--- src/rtl/bmf_pkg.sv ---
// Shared types and constants of the box mean filter.
// Holds field widths, register indexes and the pixel pipeline record.
// No dependencies; every other file imports this package.
package bmf_pkg;

   localparam int CH_W         = 8;
   localparam int NUM_COLOR    = 3;
   localparam int PIX_W        = 4 * CH_W;
   localparam int ALPHA_LSB    = NUM_COLOR * CH_W;
   localparam int COL_W        = 10;
   localparam int ROW_W        = 12;
   localparam int WIDTH_REG_W  = 11;
   localparam int HEIGHT_REG_W = 13;
   localparam int MAX_HEIGHT   = 4096;
   localparam int RESET_WIDTH  = 1024;
   localparam int RESET_HEIGHT = 1024;

   localparam int DEF_MAX_WIDTH = 1024;
   localparam int DEF_RADIUS    = 1;

   localparam int REQ_TDATA_W = PIX_W;
   localparam int RSP_TDATA_W = 56;
   localparam int CSR_ADDR_W  = 2;
   localparam int CSR_DATA_W  = HEIGHT_REG_W;

   typedef enum logic [CSR_ADDR_W-1:0] {
      CSR_FRAME_WIDTH  = 2'd0,
      CSR_FRAME_HEIGHT = 2'd1
   } csr_idx_type;

   // One pixel as it travels down the pipeline, with both of its possible results.
   typedef struct packed {
      logic [COL_W-1:0] col;
      logic [ROW_W-1:0] row;
      logic [COL_W-1:0] int_col;
      logic [ROW_W-1:0] int_row;
      logic             is_int;
      logic             is_bord;
      logic [PIX_W-1:0] pix;
   } meta_type;

   // One result; the first member lands in the highest bits, so col is lowest.
   typedef struct packed {
      logic [CH_W-1:0]  alpha;
      logic [CH_W-1:0]  blue;
      logic [CH_W-1:0]  green;
      logic [CH_W-1:0]  red;
      logic [ROW_W-1:0] row;
      logic [COL_W-1:0] col;
   } rsp_item_type;

   localparam int RSP_PAD_W = RSP_TDATA_W - $bits(rsp_item_type);

endpackage

--- src/rtl/bmf_window.sv ---
// Sliding window of the box mean filter, kept as per-column channel sums and
// a running window sum, plus the alpha of the center row. Depends on bmf_pkg.
module bmf_window import bmf_pkg::*; #(
   parameter int RADIUS  = DEF_RADIUS,
   localparam int SPAN   = 2 * RADIUS + 1,
   localparam int SUM_W  = $clog2(SPAN * SPAN * 255 + 1)
) (
   input  logic                                 clock,
   input  logic                                 reset,
   input  logic                                 col_en,
   input  logic                                 win_en,
   input  logic [SPAN*PIX_W-1:0]                col_pix,
   output logic [NUM_COLOR-1:0][SUM_W-1:0]      win_sum,
   output logic [CH_W-1:0]                      win_alpha
);

   localparam int CS_W = $clog2(SPAN * 255 + 1);

   logic [NUM_COLOR-1:0][CS_W-1:0]  cs_in;
   logic [NUM_COLOR-1:0][CS_W-1:0]  cs_new_ff;
   logic [CH_W-1:0]                 ca_ff;
   logic [NUM_COLOR-1:0][CS_W-1:0]  cs_sr_ff [SPAN];
   logic [CH_W-1:0]                 al_sr_ff [SPAN];
   logic [NUM_COLOR-1:0][SUM_W-1:0] win_sum_ff;
   logic [NUM_COLOR-1:0][SUM_W-1:0] win_sum_in;
   logic [CH_W-1:0]                 win_alpha_ff;

   // Sum of the arriving column, one adder chain per channel.
   always_comb begin
      cs_in = '0;
      for (int ch = 0; ch < NUM_COLOR; ch++) begin
         for (int k = 0; k < SPAN; k++) begin
            cs_in[ch] = cs_in[ch] + CS_W'(col_pix[k*PIX_W + ch*CH_W +: CH_W]);
         end
      end
   end

   always_ff @(posedge clock) begin
      if (col_en) begin
         cs_new_ff <= cs_in;
         ca_ff     <= col_pix[RADIUS*PIX_W + ALPHA_LSB +: CH_W];
      end
   end

   // The new column enters, the oldest one leaves the running sum.
   always_comb begin
      for (int ch = 0; ch < NUM_COLOR; ch++) begin
         win_sum_in[ch] = win_sum_ff[ch] + SUM_W'(cs_new_ff[ch]) - SUM_W'(cs_sr_ff[0][ch]);
      end
   end

   always_ff @(posedge clock) begin
      if (reset) begin
         for (int k = 0; k < SPAN; k++) begin
            cs_sr_ff[k] <= '0;
            al_sr_ff[k] <= '0;
         end
         win_sum_ff <= '0;
      end else if (win_en) begin
         for (int k = 0; k < SPAN - 1; k++) begin
            cs_sr_ff[k] <= cs_sr_ff[k+1];
            al_sr_ff[k] <= al_sr_ff[k+1];
         end
         cs_sr_ff[SPAN-1] <= cs_new_ff;
         al_sr_ff[SPAN-1] <= ca_ff;
         win_sum_ff       <= win_sum_in;
      end
   end

   // After the shift the center column sits where column RADIUS+1 is now.
   always_ff @(posedge clock) begin
      if (win_en) begin
         win_alpha_ff <= al_sr_ff[RADIUS+1];
      end
   end

   assign win_sum   = win_sum_ff;
   assign win_alpha = win_alpha_ff;

endmodule

--- config.mk ---
export PLATFORM = sky130hd
export DESIGN_NAME = bmf_window
export DESIGN_NICKNAME = d
export VERILOG_FILES = /design/src/rtl/bmf_pkg.sv /design/src/rtl/bmf_window.sv
export SDC_FILE = /design/constraint.sdc
export NUM_CORES = 1
export LEC_CHECK = 0
export BUFFER_PORTS_ARGS = -buffer_cell sky130_fd_sc_hd__buf_2
export CORE_MARGIN = 2
export CORE_UTILIZATION = 60
export CTS_BUF_LIST = sky130_fd_sc_hd__clkbuf_4 sky130_fd_sc_hd__clkbuf_8
export CTS_CLUSTER_DIAMETER = 100
export CTS_CLUSTER_SIZE = 10
export DETAILED_ROUTE_END_ITERATION = 7
export GPL_TIMING_DRIVEN = 0
export PLACE_DENSITY = 0.83
export SYNTH_ARGS = -nofsm -noshare
export SYNTH_HDL_FRONTEND = slang
export SYNTH_SLANG_ARGS = --single-unit
--- constraint.sdc ---
create_clock -name clock -period 6.35 [get_ports clock]
set_input_delay 0.3175 -clock clock [delete_from_list [all_inputs] [get_ports clock]]
set_output_delay 0.3175 -clock clock [all_outputs]
set_load 0.03 [all_outputs]
==> impl_metrics.env <==
export IMPL_drc=0
export IMPL_vias_per_cell=5.41
export IMPL_status="finished clean"
export IMPL_grt_max_degree=54
export IMPL_post_cts_setup_buffers=0
export IMPL_avgSynthCellArea_sq_um=11.5
export IMPL_synth_distinct_cells=53
export IMPL_drive_above_1_share_pct=17.7
export IMPL_maxCapViolations=0
export IMPL_path_cells="inv_1 -> fa_1 -> inv_1 -> ha_1 -> buf_2 -> nand4_1 -> a21oi_1 -> a21oi_1 -> nor4bb_1 -> o311ai_1"
export IMPL_ctsResizeCount=0
export IMPL_p_leak_nw=5.25
export IMPL_ys_seq_area_share_pct=49.3
export IMPL_worst_setup_path_end_kind="flop"
export IMPL_antenna_found_initial=0
export IMPL_setup_tns_ns=0
export IMPL_synthArstFlopShare_pct=0
export IMPL_antennaDiodeCount=0
export IMPL_slowest_delay_ns=0.53
export IMPL_design_die_area_sq_um=18100
export IMPL_netlist_top_cells_area="edfxtp_1 42%, fa_1 11%, dfxtp_1 7.0%"
export IMPL_htreeDepth=4
export IMPL_cts_hold_buffers=0
export IMPL_finalHoldViolCount=0
export IMPL_clk_path_buf_depth=2
export IMPL_grt_overflow=0
export IMPL_drv_slew=0
export IMPL_dp_hpwl_mm=14.9
export IMPL_rsz0062_at_grt="no"
export IMPL_cts_tree="built"
export IMPL_synth_warnings=0
export IMPL_dieHeight_microns=135
export IMPL_holdCritPathClass="input pin to flop"
export IMPL_grt_pass1_vias=6742
export IMPL_cpLargestDelayFamily="adder cells"
export IMPL_tightest_slew_ns=0.977
export IMPL_critPathBufInv=3
export IMPL_synth_top_area_share_pct=42.3
export IMPL_final_common_cell="inv_1"
export IMPL_synthFlopType="edfxtp_1"
export IMPL_worstPathArrival_ns=3.08
export IMPL_start_kind="flop"
export IMPL_fillCellCount=1186
export IMPL_clock_sinks=180
export IMPL_setup_viol=0
export IMPL_die_w_microns=135
export IMPL_start_util_pct=61.5
export IMPL_numCtsBuffers=17
export IMPL_cts_root_buf="clkbuf_8"
export IMPL_syn_inst=888
export IMPL_synth_edf_count=144
export IMPL_post_drt_wl_per_cell_microns=15.6
export IMPL_fin_crit_ns=2.76
export IMPL_holdWs_ns=0.0247
export IMPL_num_rows=47
export IMPL_place_congestion=0.887
export IMPL_worst_skew_pair_late_latency_ns=0.47
export IMPL_fin_crit_sh_pct=43.5
export IMPL_critical_path_class="flop to flop"
export IMPL_ant_nets=0
export IMPL_synth_area_leader_cell="edfxtp_1"
export IMPL_final_cell_mix="151 x inv_1, 144 x edfxtp_1, 141 x buf_2"
export IMPL_portBuffers=127
export IMPL_power_density_nw_per_um2=405
export IMPL_drtIter0Drc=427
export IMPL_dr_pass1_iters=5
export IMPL_ioPinCount=144
export IMPL_fin_nets=1249
export IMPL_syn_area_sq_um=10200
export IMPL_grt_usage_pct=22.8
export IMPL_cp_slowest_cell="fa_1"
export IMPL_clock_fmax_mhz=362
export IMPL_required_ns=6.67
export IMPL_timing_slew_headroom_pct=34.8
export IMPL_peakVddDrop_mv=0.185
export IMPL_area_growth_pct=13.3
export IMPL_core_region_area_sq_um=16600
export IMPL_syn_nets=1102
export IMPL_num_vias=6860
export IMPL_grt_pass1_wl_mm=32.0
export IMPL_clk_pin_slew_ns=0.09
export IMPL_crit_fanout=9
export IMPL_fin_skew_ns=0.0138
export IMPL_totalWireLength_mm=19.8
export IMPL_ys_seq_elements=180
-- cells by family after synthesis --
family,after synthesis,share of synthesized area (%)
adder cells (fa/ha/maj),114,18.1
flip-flops,180,49.3
buffers and inverters,176,6.63
AO/OA/AOI/OAI,154,9.94
XOR/XNOR,33,2.83
AND/OR/NAND/NOR,214,11.5
multiplexers,17,1.68
-- Yosys cell counts, drive strengths merged (12+ instances only) --
cell type,instances
a21oi,49
and2,68
buf,16
dfxtp,36
edfxtp,144
fa,57
ha,57
inv,152
mux2i,16
nand2,22
nand3,12
nor2,55
nor3,12
o211ai,14
o21ai,32
xnor2,21
xor2,12
-- state kept, by name (all words and copies together), names as in the netlist --
signal and count:
win_alpha 8, al_sr_ff 8, win_sum 36, cs_new_ff 30, ca_ff 8, cs_sr_ff 90
-- final cells by class --
class                   instances  area (sq um)  share of cell area [%]
inverters                     152           573                    4.95
plain buffers                  24           108                   0.929
repair buffers                128           663                    5.72
flip-flops and latches        180          5040                    43.5
clock buffers                  20           263                    2.27
clock inverters                12           154                    1.33
well taps                     220           275                    2.38
multi-input cells             532          4510                    38.9
-- routing by layer --
layer | track usage, % | share of wire, % | up-vias
met5 | 0 | 0 | -
met4 | 8.71 | 2.2 | 0
met3 | 4.02 | 5.2 | 28
met2 | 38.9 | 50 | 196
met1 | 29.4 | 42 | 3315
li1 | - | - | 3321
-- power breakdown --
| group | internal, W | leakage [nW] | switching, W |
|---|---|---|---|
| sequential | 0.00148 | 1.84 | 0.0000919 |
| clock | 0.000410 | 0.208 | 0.000410 |
| combinational | 0.000903 | 3.20 | 0.00140 |
-- final timing paths --
check / startpoint / end / slack [ns] / cells after the start
setup / recovery: win_sum[21] / win_sum[23] / 3.59 / 10
hold / removal: col_pix[63] / ca_ff[7] / 0.02 / 1
setup reg to reg: win_sum[21] / win_sum[23] / 3.59 / 10
hold reg to reg: al_sr_ff[2][7] / win_alpha[7] / 0.42 / 0
-- metrics by stage --
| stage | std cells | cell area [sq um] | worst slack (ns) | power [W] | util (%) |
|---|---|---|---|---|---|
| floorplan | 888 | 10200 | 3.16 | 0.00335 | - |
| global placement | 1235 | 11100 | 2.02 | 0.00377 | 66.9 |
| detailed placement | 1236 | 11200 | 3.65 | 0.00388 | 67.1 |
| CTS | 1268 | 11600 | 3.62 | 0.00470 | 69.6 |
| global route | 1268 | 11600 | 3.42 | 0.00504 | 69.6 |
| finish | 1268 | 11600 | 3.59 | 0.00469 | 69.6 |
-- worst reg2reg max path: stages, from the launching register on --
cell and delay, ns:
dfxtp_1 0.43, inv_1 0.10, fa_1 0.53, inv_1 0.04, ha_1 0.27, buf_2 0.19
nand4_1 0.12, a21oi_1 0.29, a21oi_1 0.13, nor4bb_1 0.38, o311ai_1 0.15
(Power assumes the default switching activity.)
