## config.mk

```make
export PLATFORM = sky130hd
export DESIGN_NAME = bmf_out_stage
export DESIGN_NICKNAME = d
export VERILOG_FILES = /design/src/rtl/bmf_pkg.sv /design/src/rtl/bmf_out_stage.sv
export SDC_FILE = /design/constraint.sdc
export NUM_CORES = 1
export LEC_CHECK = 0
export ABC_AREA = 1
export ABC_CLOCK_PERIOD_IN_PS = 1150
export BUFFER_PORTS_ARGS = -buffer_cell sky130_fd_sc_hd__clkbuf_2
export CAP_MARGIN = 20
export CORE_MARGIN = 2
export CORE_UTILIZATION = 47
export DETAILED_ROUTE_END_ITERATION = 6
export PLACE_DENSITY = 0.79
export SYNTH_ARGS = -nofsm -noshare
export SYNTH_HDL_FRONTEND = slang
export SYNTH_SLANG_ARGS = --single-unit
```

## constraint.sdc

```tcl
create_clock -name clock -period 1.15 [get_ports clock]
set_clock_uncertainty 0.1 [all_clocks]
set_input_delay 0 -clock clock [delete_from_list [all_inputs] [get_ports clock]]
set_output_delay 0 -clock clock [all_outputs]
set_load 0.02 [all_outputs]
```

## src/rtl/bmf_pkg.sv

```systemverilog
// Shared types and constants of the box mean filter.
// Holds field widths, register indexes and the pixel pipeline record.
// No dependencies; every other file imports this package.
package bmf_pkg;

   localparam int CH_W         = 8;
   localparam int NUM_COLOR    = 3;
   localparam int PIX_W        = 4 * CH_W;
   localparam int ALPHA_LSB    = NUM_COLOR * CH_W;
   localparam int COL_W        = 10;
   localparam int ROW_W        = 12;
   localparam int WIDTH_REG_W  = 11;
   localparam int HEIGHT_REG_W = 13;
   localparam int MAX_HEIGHT   = 4096;
   localparam int RESET_WIDTH  = 1024;
   localparam int RESET_HEIGHT = 1024;

   localparam int DEF_MAX_WIDTH = 1024;
   localparam int DEF_RADIUS    = 1;

   localparam int REQ_TDATA_W = PIX_W;
   localparam int RSP_TDATA_W = 56;
   localparam int CSR_ADDR_W  = 2;
   localparam int CSR_DATA_W  = HEIGHT_REG_W;

   typedef enum logic [CSR_ADDR_W-1:0] {
      CSR_FRAME_WIDTH  = 2'd0,
      CSR_FRAME_HEIGHT = 2'd1
   } csr_idx_type;

   // One pixel as it travels down the pipeline, with both of its possible results.
   typedef struct packed {
      logic [COL_W-1:0] col;
      logic [ROW_W-1:0] row;
      logic [COL_W-1:0] int_col;
      logic [ROW_W-1:0] int_row;
      logic             is_int;
      logic             is_bord;
      logic [PIX_W-1:0] pix;
   } meta_type;

   // One result; the first member lands in the highest bits, so col is lowest.
   typedef struct packed {
      logic [CH_W-1:0]  alpha;
      logic [CH_W-1:0]  blue;
      logic [CH_W-1:0]  green;
      logic [CH_W-1:0]  red;
      logic [ROW_W-1:0] row;
      logic [COL_W-1:0] col;
   } rsp_item_type;

   localparam int RSP_PAD_W = RSP_TDATA_W - $bits(rsp_item_type);

endpackage

```

## src/rtl/bmf_out_stage.sv

```systemverilog
// Result register of the box mean filter: holds the interior and the border
// result of one pixel and hands them out in that order. Depends on bmf_pkg.
module bmf_out_stage import bmf_pkg::*; (
   input  logic                           clock,
   input  logic                           reset,
   input  logic                           load,
   input  meta_type                       in_meta,
   input  logic [NUM_COLOR-1:0][CH_W-1:0] mean,
   input  logic [CH_W-1:0]                mean_alpha,
   output logic                           load_ok,
   output logic                           rsp_tvalid,
   input  logic                           rsp_tready,
   output logic [RSP_TDATA_W-1:0]         rsp_tdata,
   output logic                           rsp_tlast
);

   logic         int_pend_ff;
   logic         int_pend_in;
   logic         bord_pend_ff;
   logic         bord_pend_in;
   rsp_item_type int_data_ff;
   rsp_item_type bord_data_ff;
   rsp_item_type show;

   assign rsp_tvalid = int_pend_ff || bord_pend_ff;
   assign rsp_tlast  = int_pend_ff ? !bord_pend_ff : 1'b1;
   assign show       = int_pend_ff ? int_data_ff : bord_data_ff;
   assign rsp_tdata  = {{RSP_PAD_W{1'b0}}, show};
   assign load_ok    = !rsp_tvalid || (rsp_tready && rsp_tlast);

   always_comb begin
      int_pend_in  = int_pend_ff;
      bord_pend_in = bord_pend_ff;
      if (load) begin
         int_pend_in  = in_meta.is_int;
         bord_pend_in = in_meta.is_bord;
      end else if (rsp_tvalid && rsp_tready) begin
         if (int_pend_ff) begin
            int_pend_in = 1'b0;
         end else begin
            bord_pend_in = 1'b0;
         end
      end
   end

   always_ff @(posedge clock) begin
      if (reset) begin
         int_pend_ff  <= 1'b0;
         bord_pend_ff <= 1'b0;
      end else begin
         int_pend_ff  <= int_pend_in;
         bord_pend_ff <= bord_pend_in;
      end
   end

   always_ff @(posedge clock) begin
      if (load) begin
         int_data_ff.col    <= in_meta.int_col;
         int_data_ff.row    <= in_meta.int_row;
         int_data_ff.red    <= mean[0];
         int_data_ff.green  <= mean[1];
         int_data_ff.blue   <= mean[2];
         int_data_ff.alpha  <= mean_alpha;
         bord_data_ff.col   <= in_meta.col;
         bord_data_ff.row   <= in_meta.row;
         bord_data_ff.red   <= in_meta.pix[0*CH_W +: CH_W];
         bord_data_ff.green <= in_meta.pix[1*CH_W +: CH_W];
         bord_data_ff.blue  <= in_meta.pix[2*CH_W +: CH_W];
         bord_data_ff.alpha <= in_meta.pix[ALPHA_LSB +: CH_W];
      end
   end

endmodule

```

==> reports/qor_table.md <==
| Quantity | This run | Unit |
| --- | --- | --- |
| Outcome | complete, but fails checks | - |
| Violated checks | setup timing | - |
| Via Count | 3436 | - |
| Largest net degree at the start of global routing | 63 | - |
| Clk root buf | sky130_fd_sc_hd__clkbuf_8 | - |
| Path category of the worst min-delay check | input pin to flip-flop | - |
| Post-DP HPWL | 5810 | um |
| CTS tree | done | - |
| Logic gate share of total power | 20.4 | % |
| Type of element capturing the critical path | output port | - |
| Critical path required time | 1050 | ps |
| Initial core utilization | 48.9 | % |
| Number of buffers on the longest clock path | 2 | - |
| Initial drt markers | 126 | - |
| Number of cell rows | 33 | - |
| Clock network latency to the later pin of the worst-skew pair | 340 | ps |
| Combined global-route utilization of all metal layers | 25.6 | % |
| RSZ-0062 raised after global routing | true | - |
| Maximum fanout encountered on the critical timing path | 29 | - |
| Setup Crit Path Kind | flip-flop to output port | - |
| Wire length of the first global-routing pass | 18500 | um |
| Via count of the first global-routing pass | 3740 | - |
| Number of levels the H-tree was split into | 3 | - |
| Placer congestion estimate | 0.771 | - |
| Layout cells sized above 1 | 39.1 | % |
| Num ports | 173 | - |
| Post-layout total power | 0.00945 | W |
| Antenna-violating nets left | 0 | - |
| Arrival time at the worst endpoint | 1370 | ps |
| Final setup vio count | 57 | - |
| Iteration count of the initial detailed-routing pass | 4 | - |
| Number of max-slew violations in the final report | 0 | - |
| Total grt overflow | 0 | - |
| Post-place instance area | 5090 | sq um |
| Leak pwr | 3.13 | nW |
| Pint | 0.00718 | W |
| Number of warning messages in the yosys log | 0 | - |
| Final period utilization | 128 | % |
| Max Cap Viol | 0 | - |
| Final worst slack | -323 | ps |
| Total routed wirelength | 12500 | um |
| CTS Sinks | 110 | - |
| Worst-case hold slack | 256 | ps |
| Worst setup SP type | flip-flop | - |
| Number of buffers inserted during clock tree synthesis | 9 | - |
| Proportion of synthesized chip area in sequential cells | 81.0 | % |
| Switching Share | 24.0 | % |
| Peak ir drop on the vdd network | 0.946 | mV |
| Number of buffer cells added on primary ports | 170 | - |
| Net switching component of the power | 0.00227 | W |
| ANT cells | 0 | - |
| Die height | 96.9 | um |
| Clock slew at reported path FFs | 100 | ps |
| Total core area | 8300 | sq um |
| Power per cell area | 1340 | nW/um^2 |
| Number of antenna violations at the first check in global routing | 0 | - |
| Final standard cell utilization of the core | 84.8 | % |
| Sequential fraction of design power | 51.5 | % |
| Syn avg cell area | 13.4 | sq um |
| Routed length per instance | 17.7 | um |
| Clock share of power | 28.1 | % |
| Final Hold Vio Count | 0 | - |
| Post-synthesis sequential element count | 110 | - |
| Post-synthesis to final-layout area growth | 73.6 | % |
| Number of nets at the end of the flow | 712 | - |
| Final cell area excluding filler cells | 7040 | sq um |
| Floorplan die area | 9390 | sq um |
| Post-route DRC violation count | 0 | - |
| Tmin final | 1470 | ps |
| Syn Std Cell Area | 4060 | sq um |
| Avg Vias per Cell | 4.87 | - |
| Number of standard cells after synthesis | 303 | - |
| Peak Freq | 679 | MHz |
| Die W | 96.9 | um |
| Distinct cells, synth | 13 | - |
[metal layers]
layer	part of all wire, %	GRT usage (%)	vias up
li1	-	-	1593
met1	34	27.7	1625
met2	57	48.4	180
met3	5.8	4.70	38
met4	3.5	11.6	0
met5	0	0	-
[cell families (layout without fill, tap and decap cells)]
group | after synthesis | in the layout | synth area share, %
buffers and inverters | 18 | 315 | 2.68
flip-flops | 110 | 110 | 81.0
AO/OA/AOI/OAI | 3 | 3 | 0.370
other | 1 | 2 | 0.0925
AND/OR/NAND/NOR | 171 | 171 | 15.9
[power by group through the flow]
stage	sequential, W	combinational, W	clock, W
4_1_cts	0.00483	0.00167	0.00263
3_3_place_gp	0.00491	0.00111	0
6_report	0.00486	0.00193	0.00266
3_5_place_dp	0.00493	0.00113	0
2_1_floorplan	0.00490	0.000576	0
5_1_grt	0.00489	0.00204	0.00284
[final cells by class]
class | instances | area (sq um)
sequential | 110 | 3290
timing repair buffer | 297 | 2620
fill | 378 | 1260
multi-input combinational | 176 | 756
tap | 105 | 131
clock buffer | 10 | 128
clock inverter | 4 | 97.6
inverter | 4 | 22.5
[per-stage QoR]
| stage | worst slack [ps] | TNS, ps | std cells |
|---|---|---|---|
| after global placement | 101 | 0 | 575 |
| final | -323 | -11870 | 706 |
| after global routing | -364 | -15150 | 706 |
| after detailed placement | 76.5 | 0 | 575 |
| after floorplan | 178 | 0 | 304 |
| after CTS | -315 | -15590 | 707 |
[final timing paths]
check	start	endpoint	slack, ps	depth (start not counted)
worst max-delay path	int_pend_ff	rsp_tvalid	-320	3
worst min-delay path	in_meta[77]	bord_data_ff[9]	260	2
worst max register to register	int_pend_ff	int_pend_ff	0	5
worst min register to register	bord_pend_ff	bord_pend_ff	500	2
[registers in the layout (all words and copies together), names as in the netlist]
signal	flops
bord_data_ff	54
int_data_ff	54
bord_pend_ff	1
int_pend_ff	1
[synthesized netlist by cell type, drive strengths merged]
cell type    n  area share, %
dfxtp        2           0.99
nand2      167             15
buf         14            2.3
edfxtp     108             80
inv          4           0.37
conb         1          0.092
o21ai        1           0.12
nor2         3           0.28
or2          1           0.15
a21oi        2           0.25
[worst max-delay path, stage by stage, from the launching register on]
cell	delay, ps
sky130_fd_sc_hd__dfxtp_4	400
sky130_fd_sc_hd__buf_12	180
sky130_fd_sc_hd__or2_2	300
sky130_fd_sc_hd__clkbuf_2	160
[placed cells by master (no fill, tap or decap)]
master,count
sky130_fd_sc_hd__a21oi_1,1
sky130_fd_sc_hd__a21oi_2,1
sky130_fd_sc_hd__buf_12,6
sky130_fd_sc_hd__buf_16,1
sky130_fd_sc_hd__buf_4,8
sky130_fd_sc_hd__buf_6,27
sky130_fd_sc_hd__buf_8,5
sky130_fd_sc_hd__bufinv_16,3
sky130_fd_sc_hd__clkbuf_1,1
sky130_fd_sc_hd__clkbuf_16,1
sky130_fd_sc_hd__clkbuf_2,114
sky130_fd_sc_hd__clkbuf_8,31
sky130_fd_sc_hd__clkinvlp_4,1
sky130_fd_sc_hd__conb_1,2
sky130_fd_sc_hd__dfxtp_1,1
sky130_fd_sc_hd__dfxtp_4,1
sky130_fd_sc_hd__dlygate4sd3_1,113
sky130_fd_sc_hd__edfxtp_1,108
sky130_fd_sc_hd__inv_1,3
sky130_fd_sc_hd__inv_8,1
sky130_fd_sc_hd__nand2_1,134
sky130_fd_sc_hd__nand2_2,33
sky130_fd_sc_hd__nor2_1,2
sky130_fd_sc_hd__nor2_2,1
sky130_fd_sc_hd__o21ai_0,1
sky130_fd_sc_hd__or2_2,1
[timing repair]
action,in CTS,in global routing
gates resized for setup,60,124
endpoints found under the setup margin,57,119
pin swaps,0,5
gates cloned,2,1
endpoints found under the hold margin,119,0
hold buffers,113,0
buffers inserted,3,0
Power figures use the tool's default switching activity.
