## src/rtl/bmf_pkg.sv

```systemverilog
// Shared types and constants of the box mean filter.
// Holds field widths, register indexes and the pixel pipeline record.
// No dependencies; every other file imports this package.
package bmf_pkg;

   localparam int CH_W         = 8;
   localparam int NUM_COLOR    = 3;
   localparam int PIX_W        = 4 * CH_W;
   localparam int ALPHA_LSB    = NUM_COLOR * CH_W;
   localparam int COL_W        = 10;
   localparam int ROW_W        = 12;
   localparam int WIDTH_REG_W  = 11;
   localparam int HEIGHT_REG_W = 13;
   localparam int MAX_HEIGHT   = 4096;
   localparam int RESET_WIDTH  = 1024;
   localparam int RESET_HEIGHT = 1024;

   localparam int DEF_MAX_WIDTH = 1024;
   localparam int DEF_RADIUS    = 1;

   localparam int REQ_TDATA_W = PIX_W;
   localparam int RSP_TDATA_W = 56;
   localparam int CSR_ADDR_W  = 2;
   localparam int CSR_DATA_W  = HEIGHT_REG_W;

   typedef enum logic [CSR_ADDR_W-1:0] {
      CSR_FRAME_WIDTH  = 2'd0,
      CSR_FRAME_HEIGHT = 2'd1
   } csr_idx_type;

   // One pixel as it travels down the pipeline, with both of its possible results.
   typedef struct packed {
      logic [COL_W-1:0] col;
      logic [ROW_W-1:0] row;
      logic [COL_W-1:0] int_col;
      logic [ROW_W-1:0] int_row;
      logic             is_int;
      logic             is_bord;
      logic [PIX_W-1:0] pix;
   } meta_type;

   // One result; the first member lands in the highest bits, so col is lowest.
   typedef struct packed {
      logic [CH_W-1:0]  alpha;
      logic [CH_W-1:0]  blue;
      logic [CH_W-1:0]  green;
      logic [CH_W-1:0]  red;
      logic [ROW_W-1:0] row;
      logic [COL_W-1:0] col;
   } rsp_item_type;

   localparam int RSP_PAD_W = RSP_TDATA_W - $bits(rsp_item_type);

endpackage

```

## src/rtl/bmf_mean_div.sv

```systemverilog
// Truncating division of the window sums by the window area, done as a
// multiplication by a rounded-up reciprocal and a shift. Depends on bmf_pkg.
module bmf_mean_div import bmf_pkg::*; #(
   parameter int RADIUS  = DEF_RADIUS,
   localparam int SPAN   = 2 * RADIUS + 1,
   localparam int SUM_W  = $clog2(SPAN * SPAN * 255 + 1)
) (
   input  logic                            clock,
   input  logic                            mul_en,
   input  logic [NUM_COLOR-1:0][SUM_W-1:0] win_sum,
   input  logic [CH_W-1:0]                 win_alpha,
   output logic [NUM_COLOR-1:0][CH_W-1:0]  mean,
   output logic [CH_W-1:0]                 mean_alpha
);

   localparam int AREA   = SPAN * SPAN;
   localparam int SHIFT  = SUM_W + $clog2(AREA);
   localparam int RECIP  = ((2 ** SHIFT) + AREA - 1) / AREA;
   localparam int PROD_W = 2 * SUM_W + 1;

   logic [NUM_COLOR-1:0][PROD_W-1:0] prod_ff;
   logic [CH_W-1:0]                  alpha_ff;

   always_ff @(posedge clock) begin
      if (mul_en) begin
         for (int ch = 0; ch < NUM_COLOR; ch++) begin
            prod_ff[ch] <= PROD_W'(win_sum[ch]) * PROD_W'(RECIP);
         end
         alpha_ff <= win_alpha;
      end
   end

   always_comb begin
      for (int ch = 0; ch < NUM_COLOR; ch++) begin
         mean[ch] = prod_ff[ch][SHIFT +: CH_W];
      end
   end

   assign mean_alpha = alpha_ff;

endmodule

```

## config.mk

```make
export PLATFORM = sky130hd
export DESIGN_NAME = bmf_mean_div
export DESIGN_NICKNAME = d
export VERILOG_FILES = /design/src/rtl/bmf_pkg.sv /design/src/rtl/bmf_mean_div.sv
export SDC_FILE = /design/constraint.sdc
export NUM_CORES = 1
export LEC_CHECK = 0
export BUFFER_PORTS_ARGS = -buffer_cell sky130_fd_sc_hd__buf_2
export CORE_ASPECT_RATIO = 1.2
export CORE_MARGIN = 4
export CORE_UTILIZATION = 50
export DETAILED_ROUTE_END_ITERATION = 7
export PLACE_DENSITY = 0.79
export REMOVE_ABC_BUFFERS = 1
export SLEW_MARGIN = 20
export SYNTH_ARGS = -nofsm -noshare
export SYNTH_HDL_FRONTEND = slang
export SYNTH_SLANG_ARGS = --single-unit
```

## constraint.sdc

```tcl
create_clock -name clock -period 9.4 [get_ports clock]
set_input_delay 1.41 -clock clock [delete_from_list [all_inputs] [get_ports clock]]
set_output_delay 1.41 -clock clock [all_outputs]
set_load 0.005 [all_outputs]
```

==> results of run 1 <==
state kept, by name, indices dropped and copies added, names as in the netlist:
| name | flops |
|---|---|
| mean | 24 |
| mean_alpha | 8 |
cell type report:
type | count | area, sq um
clock buffers | 6 | 129
clock inverters | 2 | 35.0
fillers | 1197 | 5990
inverters | 173 | 649
multi-input cells | 460 | 5400
flip-flops and latches | 32 | 961
well taps | 171 | 214
repair buffers | 77 | 385
cell families after synthesis:
family / count (synthesis) / share of synthesized area, %
AO/OA/AOI/OAI: 81 / 7.80
XOR/XNOR: 38 / 4.75
adder cells (fa/ha/maj): 286 / 60.3
buffers and inverters: 174 / 9.31
flip-flops: 32 / 13.7
multiplexers: 1 / 0.143
AND/OR/NAND/NOR: 54 / 3.96
routing by layer:
metal | part of all wire, % | routed length (um) | up-vias
li1 | - | - | 2379
met2 | 53 | 7060 | 99
met5 | 0 | 0 | -
met1 | 41 | 5510 | 2274
met3 | 3.7 | 495 | 30
met4 | 2.8 | 370 | 0
synthesized netlist by cell type (2+ instances only):
master,instances
sky130_fd_sc_hd__edfxtp_1,32
sky130_fd_sc_hd__nand2b_1,3
sky130_fd_sc_hd__nand4_1,5
sky130_fd_sc_hd__fa_1,87
sky130_fd_sc_hd__a21o_1,13
sky130_fd_sc_hd__a31oi_1,6
sky130_fd_sc_hd__a211oi_1,4
sky130_fd_sc_hd__o21bai_1,2
sky130_fd_sc_hd__and4_1,2
sky130_fd_sc_hd__and2_1,2
sky130_fd_sc_hd__nor2_1,7
sky130_fd_sc_hd__a221oi_1,3
sky130_fd_sc_hd__o211ai_1,4
sky130_fd_sc_hd__and3_1,2
sky130_fd_sc_hd__xnor2_1,28
sky130_fd_sc_hd__nor2b_1,2
sky130_fd_sc_hd__a21boi_0,2
sky130_fd_sc_hd__xor2_1,10
sky130_fd_sc_hd__inv_1,173
sky130_fd_sc_hd__nor3_1,3
sky130_fd_sc_hd__a221oi_2,2
sky130_fd_sc_hd__o21ai_0,10
sky130_fd_sc_hd__nand2_1,11
sky130_fd_sc_hd__nand3_1,14
sky130_fd_sc_hd__a21oi_1,26
sky130_fd_sc_hd__ha_1,199
cell usage in the layout, fill, tap and decap left out, drive strengths merged, types with 2 or more instances in the layout:
cell	count
a221oi	5
clkbuf	6
inv	173
a211oi	4
o21bai	2
nor3	3
a21boi	2
xor2	10
fa	87
and3	2
nand3	14
ha	199
nor2	7
a31oi	6
buf	77
nand2b	3
a21o	13
xnor2	28
a21oi	26
nor2b	2
nand2	11
nand4	5
and4	2
o211ai	4
o21ai	11
and2	2
edfxtp	32
power by group:
group	total, mW	internal [mW]	switching [mW]
clock network	0.181	0.124	0.0569
logic	1.65	0.733	0.921
registers	0.300	0.280	0.0199
worst max path at each step:
stage | startpoint | end | cells past startpoint
final | win_sum[1] | mean[4] | 19
after global routing | win_sum[1] | mean[2] | 19
after CTS | win_sum[1] | mean[4] | 19
after detailed placement | win_sum[1] | mean[4] | 19
after global placement | win_sum[1] | mean[4] | 19
after floorplan | win_sum[25] | mean[19] | 18
worst max-delay path, stage by stage:
cell,delay [ns]
sky130_fd_sc_hd__buf_2,0.11
sky130_fd_sc_hd__inv_1,0.06
sky130_fd_sc_hd__fa_1,0.53
sky130_fd_sc_hd__inv_1,0.05
sky130_fd_sc_hd__ha_1,0.30
sky130_fd_sc_hd__inv_1,0.06
sky130_fd_sc_hd__fa_1,0.51
sky130_fd_sc_hd__inv_1,0.06
sky130_fd_sc_hd__fa_1,0.50
sky130_fd_sc_hd__inv_1,0.06
sky130_fd_sc_hd__fa_1,0.53
sky130_fd_sc_hd__inv_1,0.04
sky130_fd_sc_hd__ha_1,0.29
sky130_fd_sc_hd__nand4_1,0.11
sky130_fd_sc_hd__nor2_1,0.05
sky130_fd_sc_hd__a211oi_1,0.45
sky130_fd_sc_hd__nand2b_1,0.25
sky130_fd_sc_hd__a31oi_1,0.25
sky130_fd_sc_hd__xnor2_1,0.10
per-stage QoR:
stage | setup WS [ns] | hold WS, ns
after floorplan | 3.89 | 1.51
after global placement | 3.49 | 1.59
after detailed placement | 3.37 | 1.59
after CTS | 3.68 | 1.30
after global routing | 3.45 | 1.30
final | 3.70 | 1.31
==> impl_summary.md, run 1 <==
Outcome
The run finished with clean final reports.

Timing
In this run the tightest slew margin relative to its limit is 52.2%. The measured slew at the worst slew-check pin is 0.717 ns. The final-report hold violation count was 0. The total count of max-transition violations in the final report is 0.

Setup repair after global routing left no endpoint under its margin. The final critical path time including I/O delays and setup is 5.70 ns. Setup violations remaining at the end of the flow were counted as 0. The maximum frequency from static timing analysis is 175 MHz.

The final period utilization is 60.7%. Summed over all failing endpoints, the final setup total negative slack is 0 ns.

Global route
For this run, global-route usage on met3 was measured as 1.63%. In the global route stage, met1 resource usage came out at 22.4%. The number of global-route vias before repair came to 5,043.

Summed over all layers, the global routing overflow is 0. met2 is the most crowded layer. The largest net degree at the start of global routing is 33. The first global-routing pass estimated 23.0 mm of wire. The initial antenna violation count is 0.

The global routing usage summed across all routing layers is 18.1%. The global routing met2 resource utilization is 32.8%.

Drt
The number of design-rule violations left by the first detailed-router iteration is 149. The wire length after detailed routing is 13.4 mm. The total number of vias is 4,782. For this run, the detailed router's first-pass iteration total came to 4. Using the TritonRoute via totals, the vias-per-cell ratio works out to 5.19. The post-route antenna net violation count is 0. After detailed routing, the number of remaining DRC violations is 0.

Dividing the detail-routed wire length by the instance count gives 14.6 um.

Clock network
CTS saw 32 sinks. Buffers inserted during clock tree synthesis total 5. The clock transition at the register clock pins on the worst setup and hold paths after CTS is 0.05 ns. The clock passes through at most 2 buffers.

Once the clock tree was built, the setup fixing pass inserted 0 buffers. The count of hold buffers inserted by post-cts repair is 0. After clock tree synthesis, the repair step resized 0 gates.

The TritonCTS clock tree is yes. Clock tree synthesis selected as its root buffer the cell sky130_fd_sc_hd__clkbuf_16. The H-tree generated during clock tree synthesis spans 2 levels.

Power and ir drop
Dividing total power by cell area gives a power density of 275 mW/mm^2. Summing internal, switching and leakage power gives 2.13 mW. Across the VDD grid, the largest voltage drop is 131 uV. The leakage power of the design is 4.30 nW.

Hold path
The tightest min-delay check is of the input pin to register type. Along the worst hold path, the cell count comes to 1. The startpoint of the lowest-slack hold path is win_alpha[4]. The hold-critical path endpoint is mean_alpha[4].

Synthesis
The cell count after synthesis is 666. In this run the biggest area consumer among cell types represents 35.5% of the synthesized area. The mapped netlist covers 0.00701 sq mm. Synthesis inferred 32 register bits. The fraction of the yosys area taken by sequential cells is 13.7%. Ranked by total cell area, the synthesized netlist is headed by sky130_fd_sc_hd__ha_1, sky130_fd_sc_hd__fa_1, sky130_fd_sc_hd__edfxtp_1, sky130_fd_sc_hd__inv_1, sky130_fd_sc_hd__xnor2_1. The dominant cell type by area after synthesis is sky130_fd_sc_hd__ha_1. The post-synthesis cell type count is 40.

The per-instance average area after synthesis is 10.5 sq um. In the synthesized netlist the dominant register cell turns out to be sky130_fd_sc_hd__edfxtp_1. In this run, synthesis inferred 32 flip-flops with an integrated enable. The share of async-settable or async-resettable flops after synthesis is 0%. During synthesis, Yosys emitted a total of 0 warnings.

Placed design
The placed instances occupy a cell area of 0.00761 sq mm. The detailed placement HPWL is 12.4 mm. Including well taps, the total number of placed cells is 913.

The count of buffers inserted at the top-level ports is 77. The routability-driven placement congestion ratio is 0.922.

Cells and area
The ratio of cells with drive above 1 in the final layout is 12.0%. Cells fill 56.5% of the core in the end. The number of antenna diodes in the final layout is 0. The final design instance area without fill is 0.00777 sq mm. In the final design database the tool counted 1,081 nets.

The post-synthesis to final-layout area growth is 10.8%. For this run, the number of standard cells in the final layout without fillers is 921.

Floorplan
The total number of placement rows is 47. Measured along the x axis, the die boundary spans 116 um. During I/O placement, the number of pins put on the boundary was 78. In this run the standard cell core region covers 0.0138 sq mm. The die covers 0.0160 sq mm. For this configuration, the core starts out at a cell density of 51.0%. The overall die height is 138 um.

Setup path
The worst setup path is of the input pin to register kind. The data arrival time of the critical path is 5.72 ns. STA classifies the critical path startpoint as an input pin. Data on the critical path is required at its endpoint by 9.41 ns. The top fanout value on the critical path is 5. The element type at the critical path end is a register.

Flow run
Max-cap violations in this run came to 0.
(Power assumes the default switching activity.)
==> run 2: changes to the inputs <==
- PLACE_DENSITY: 0.79 -> 0.81
- clock period: 9.4 -> 4.75 ns (I/O delays scaled with it)
==> impl_summary.md, run 2 (same netlist as run 1, synthesis figures left out) <==
Global route
The initial antenna violation count is 0. The largest net degree at the start of global routing is 33. Global routing used 19.6% of the available tracks across all layers. The first global-routing pass estimated 25.0 mm of wire. The number of global-route vias before repair is 5,757. The total overflow left after global routing is 0.

Drt
The detailed router finished its first iteration with 227 violations. The routed layout has 5,254 vias. The first-pass iteration count of the detailed router is 4. In the final routed layout, each cell accounts on average for 15.2 um. The post-route antenna net violation count is 0. The via density per instance is 5.18. The remaining design rule violation count is 0.

Wires add up to 15.4 mm.

Setup path
In this design, the stage delay of the slowest critical-path cell is 0.53 ns. The class of the most critical setup path is input pin to register. The element type at the critical path end is a register. The cell at the slowest stage of the critical path is sky130_fd_sc_hd__fa_1.

Grouping stages by cell kind, the critical path spends the most delay in adder cells. The top fanout value on the critical path is 6. At the worst endpoint, the required time is 4.76 ns. The number of buffers and inverters on the critical path is 5.

In this run the worst setup path begins at win_sum[19]. The cell that appears most often on the critical path is sky130_fd_sc_hd__fa_1. The worst setup path is launched from an input pin. Walking the worst path, the cells encountered are buf_2, fa_1, ha_1, inv_2, fa_1, inv_2, fa_1, inv_1, fa_1, inv_2, ha_4, a21oi_2, o21ai_2, a221oi_4, o31ai_4, a221oi_2, xnor2_1. Data arrives at the worst endpoint at 4.76 ns.

Cells and area
With fillers left out, the area of the finished cells amounts to 0.00873 sq mm. The post-route netlist has 27.0% of its cells at a drive strength greater than 1. The number of standard cells in the final layout excluding fillers is 1,014. The register with the most flip-flops in the layout has 24 of them.

Relative to the synthesized area, the layout overhead comes to 24.4%. The leading cell type in the layout, fill and taps excluded is sky130_fd_sc_hd__ha_1. The count of filler cells inserted in the layout is 1,052.

The layout net count is 1,174. The antenna cell count is 0. The library cells used most frequently in the layout, excluding fill and tap cells, are sky130_fd_sc_hd__ha_1, sky130_fd_sc_hd__inv_1, sky130_fd_sc_hd__buf_4.

Placed design
The cell area after placement is 0.00828 sq mm. The detailed placement HPWL is 13.4 mm. Including well taps, the total number of placed cells is 1,003.

The routability-driven placement congestion ratio is 0.878. Port buffering added 77 buffers.

Timing
The measured slew at the worst slew-check pin is 0.695 ns. For the finished layout, the period the worst path requires is 4.75 ns. The final-report hold violation count is 0.

The maximum frequency from static timing analysis is 211 MHz. Measured against its own limit, the worst slew margin works out to 53.7%. Setup repair after global routing could not meet its margin everywhere. The final period utilization is 99.9%. The total count of max-transition violations in the final report is 0. The final count of negative-setup-slack endpoints is 0.

The total negative slack is 0 ns.

Floorplan
The die is 116 um wide. After floorplanning, the core was sized to cover 0.0138 sq mm. The total number of placement rows is 47. From bottom edge to top edge, the die measures 138 um. The area of the die is 0.0160 sq mm. In this run the count of I/O pins placed on the die edge is 78. The initial utilization of the core area, before any placement, comes to 51.0%.

Clock network
The clock transition at the register clock pins on the worst setup and hold paths after CTS is 0.05 ns. The number of levels in the clock H-tree is 2. The library cell used as clock root buffer is sky130_fd_sc_hd__clkbuf_16. The TritonCTS sink count is 32. For this design, the CTS-stage hold fixing added 0 buffers. The TritonCTS clock tree is yes. The number of buffers created by CTS is 5. In this run the deepest clock path goes through 2 buffers.

Power and ir drop
The internal power of the cells is 2.74 mW. The clock network accounts for 6.0% of the total power. The leakage power of the design is 4.73 nW. Net switching is 45.5% of the power. Per report_power, the sequential group accounts for 11.6% of the total. VDD sags by at most 283 uV. In this run the power spent charging and discharging nets is 2.29 mW.

Dividing total power by cell area gives a power density of 576 mW/mm^2. Per report_power, the combinational group accounts for 82.3% of the total.

Outcome
The run finished with clean final reports.

Hold path
The path category of the worst min-delay check is input pin to register. In this run the most critical hold path is launched from win_alpha[4].

Flow run
The number of max-cap violations is 0.
==> run 2: stage by stage <==
step | utilization, % | total power [mW] | worst slack [ns] | hold slack [ns]
3_3_place_gp | 60.2 | 4.15 | -0.349 | 0.889
4_1_cts | 61.6 | 4.74 | 0.00698 | 0.609
6_report | 63.4 | 5.03 | 0.00433 | 0.612
2_1_floorplan | - | 3.04 | -0.0600 | 0.811
3_5_place_dp | 60.2 | 4.30 | -0.438 | 0.891
5_1_grt | 63.4 | 5.60 | -0.133 | 0.609
==> run 2: area by class of cell <==
class | instances | area, sq um | share of cell area (%)
tap | 171 | 214 | 2.45
clock inverter | 2 | 11.3 | 0.129
multi-input combinational | 460 | 5640 | 64.6
inverter | 173 | 652 | 7.47
clock buffer | 6 | 129 | 1.48
timing repair buffer | 170 | 1120 | 12.8
sequential | 32 | 961 | 11.0
==> run 2: worst paths after layout <==
check                            to  slack, ns  depth (start not counted)
worst max-delay path       mean[14]      0.004                         17
worst min-delay path  mean_alpha[4]       0.61                          1
==> run 2: repair_timing <==
action	in CTS	in global routing
setup endpoints to repair	17	24
setup buffers	0	3
hold endpoints to repair	0	0
gates resized for setup	13	52
pin swaps	14	33
==> run 2: routing by layer <==
| layer | share of wire [%] | up-vias | global-route usage [%] |
|---|---|---|---|
| met5 | 0 | - | 0 |
| met4 | 2.4 | 0 | 4.90 |
| met3 | 4.0 | 27 | 2.99 |
| met2 | 56 | 94 | 38.8 |
| met1 | 38 | 2565 | 21.4 |
| li1 | - | 2568 | - |
==> run 2: power groups by stage <==
stage / Combinational [mW] / Clock (mW) / Sequential, mW
floorplan: 2.44 / 0 / 0.601
global placement: 3.57 / 0 / 0.585
detailed placement: 3.71 / 0 / 0.590
CTS: 3.85 / 0.307 / 0.586
global route: 4.69 / 0.324 / 0.592
finish: 4.14 / 0.304 / 0.584
==> run 3: changes to the inputs <==
- CORE_UTILIZATION: 50 -> 56
- PLACE_DENSITY: 0.81 -> 0.89
==> impl_summary.md, run 3 (same netlist as run 1, synthesis figures left out) <==
Global route
The initial antenna violation count was 1. The wire length of the first global-routing pass is 27.9 mm. The global routing usage summed across all routing layers is 25.3%.

The largest net degree at the start of global routing is 33. The sum of overflow across all layers after global routing is 0. The number of global-route vias before repair came to 6,034.

Timing
For the pin with the worst max-slew slack, the measured transition is 0.746 ns. The final critical path time including I/O delays and setup is 4.81 ns. Setup repair after global routing could not meet its margin everywhere. Once routing completed, OpenROAD measured the worst setup slack at -0.0556 ns.

Derived from the worst setup path, the maximum achievable clock frequency is 208 MHz. Setup violations remaining at the end of the flow were counted as 1. The total count of max-transition violations in the final report is 0. The tightest slew margin relative to the limit is 50.3%. The worst hold slack is 0.610 ns. The final critical path takes up 101% of the cycle. The total negative slack is -0.0556 ns.

The final-report hold violation count was 0.

Power and ir drop
The share of power burned in registers is 11.1%. The leakage power of the design is 4.74 nW. The total power divided by cell area is 610 mW/mm^2. The internal power of the cells is 2.85 mW. The combinational group share of total power is 83.3%. The peak supply drop is 298 uV. The share of total power in the clock network is 5.6%. In this run switching power makes up 46.9% of total power. In this run the power spent charging and discharging nets is 2.52 mW.

Outcome
The checks that failed: negative setup slack. The flow ran to the end, but the final reports show violations.

Placed design
The count of buffers inserted at the top-level ports is 77. The detailed placement HPWL is 15.4 mm. The count of placed standard cells including taps is 992. At the end of routability-driven placement, the weighted congestion stood at 0.938.

Floorplan
The placeable core area is 0.0122 sq mm. The overall die height is 131 um. Pin placement for this block handled 78 I/O pins. In this run the horizontal extent of the chip is 110 um. The floorplan has 44 rows. The area of the die is 0.0144 sq mm. The initial core utilization is 57.6%.

Clock network
CTS saw 32 sinks. Hold repair after CTS inserted 0 buffers. The number of buffers created by CTS is 5. The number of levels in the clock H-tree is 2. After clock tree synthesis, the clock-pin slew on the worst setup and hold paths is 0.05 ns. The largest buffer count on any clock path is 2. TritonCTS built the clock tree. The root buffer cell chosen for the clock tree is sky130_fd_sc_hd__clkbuf_16.

Setup path
Walking the worst path, the cells encountered are buf_8, buf_6, fa_1, ha_4, inv_2, fa_1, inv_2, fa_1, inv_2, fa_1, inv_2, ha_4, and3_4, nand3_4, o31ai_4, a41oi_2, xnor2_1. The data arrival time of the critical path is 4.83 ns. The combined buffer and inverter count along the critical path is 6. The kind of cell with the highest combined delay along the critical path is adder cells. The sort of element at the start of the critical path is an input pin. The data required time at the worst endpoint is 4.77 ns. In this run the worst path has a maximum fanout of 6. The class of the most critical setup path is input pin to register. The slowest stage of the critical path is the sky130_fd_sc_hd__fa_1 cell.

The largest stage delay on the critical path is 0.52 ns. STA classifies the critical path endpoint as a register.

Drt
After detailed routing, the number of vias per cell comes to 5.50. The total number of vias is 5,512. In the final routed layout, each cell accounts on average for 18.1 um. The wire length after detailed routing is 18.1 mm. The number of design-rule violations left by the first detailed-router iteration is 288. After detailed routing, the number of remaining DRC violations is 0. The first-pass iteration count of the detailed router is 6. In this run the remaining antenna-violating nets after routing total 0.

Cells and area
The register with the most flip-flops in the layout has 24 of them. The top cell types in the final layout, fill and taps aside, are sky130_fd_sc_hd__ha_1, sky130_fd_sc_hd__inv_1, sky130_fd_sc_hd__buf_4. The leading cell type in the layout, fill and taps excluded is sky130_fd_sc_hd__ha_1. Of the cells placed in the final design, the portion with a size suffix greater than 1 is 28.2%. After the last flow step, the layout net total stands at 1,173. The number of standard cells in the final layout excluding fillers is 1,002. The repair_antennas step left the layout with diodes totalling 0. The post-synthesis to final-layout area growth is 25.6%.

Hold path
The path category of the worst min-delay check is input pin to register.

Flow run
The tool flagged a number of max-cap violations equal to 0.
[run 3: cell types whose count changed in the layout (fill, tap and decap cells not counted), moves of 3 or more]
| cell | previous run | this run |
|---|---|---|
| sky130_fd_sc_hd__a21oi_1 | 19 | 16 |
| sky130_fd_sc_hd__a31oi_1 | 5 | 2 |
| sky130_fd_sc_hd__buf_6 | 6 | 3 |
| sky130_fd_sc_hd__ha_1 | 186 | 183 |
| sky130_fd_sc_hd__ha_4 | 10 | 13 |
[run 3: path summary, 6_finish.rpt]
path,startpoint,to,cells after the start,slack (ns)
min,win_alpha[2],mean_alpha[2],1,0.61
max,win_sum[13],mean[13],17,-0.06
[run 3: repair_timing]
item	in CTS	in global routing
pin swaps	14	32
buffers inserted	1	2
cloned	0	0
setup endpoints to repair	18	23
gates resized for setup	14	68
[run 3: layout make-up]
cell class | count | area [sq um]
clock buffers | 5 | 125
repair buffers | 169 | 1100
well taps | 161 | 201
flip-flops and latches | 32 | 961
multi-input cells | 460 | 5760
clock inverters | 2 | 7.51
fillers | 767 | 3360
inverters | 173 | 652
[run 3: through the flow]
| step | total power [mW] | cell area (sq um) | utilization, % | setup WS, ns |
|---|---|---|---|---|
| after floorplan | 3.04 | 7010 | - | -0.0600 |
| after global placement | 4.13 | 8260 | 67.9 | -0.339 |
| after detailed placement | 4.39 | 8260 | 67.9 | -0.525 |
| after CTS | 4.85 | 8480 | 69.7 | -0.0631 |
| after global routing | 5.91 | 8810 | 72.4 | -0.167 |
| final | 5.37 | 8810 | 72.4 | -0.0556 |
[run 3: power groups by stage]
| stage | registers, mW | clock network (mW) | logic (mW) |
|---|---|---|---|
| 3_3_place_gp | 0.597 | 0 | 3.53 |
| 6_report | 0.597 | 0.303 | 4.47 |
| 4_1_cts | 0.595 | 0.302 | 3.96 |
| 2_1_floorplan | 0.601 | 0 | 2.44 |
| 5_1_grt | 0.604 | 0.315 | 4.99 |
| 3_5_place_dp | 0.598 | 0 | 3.79 |
[run 3: routing by layer]
metal | global-route usage [%] | up-vias | share of wire (%) | wire length (um)
li1 | - | 2562 | - | -
met1 | 26.9 | 2666 | 35 | 6320
met2 | 46.8 | 193 | 54 | 9760
met3 | 3.98 | 89 | 5.1 | 926
met4 | 14.8 | 2 | 6.1 | 1110
met5 | 0 | - | 0.050 | 9
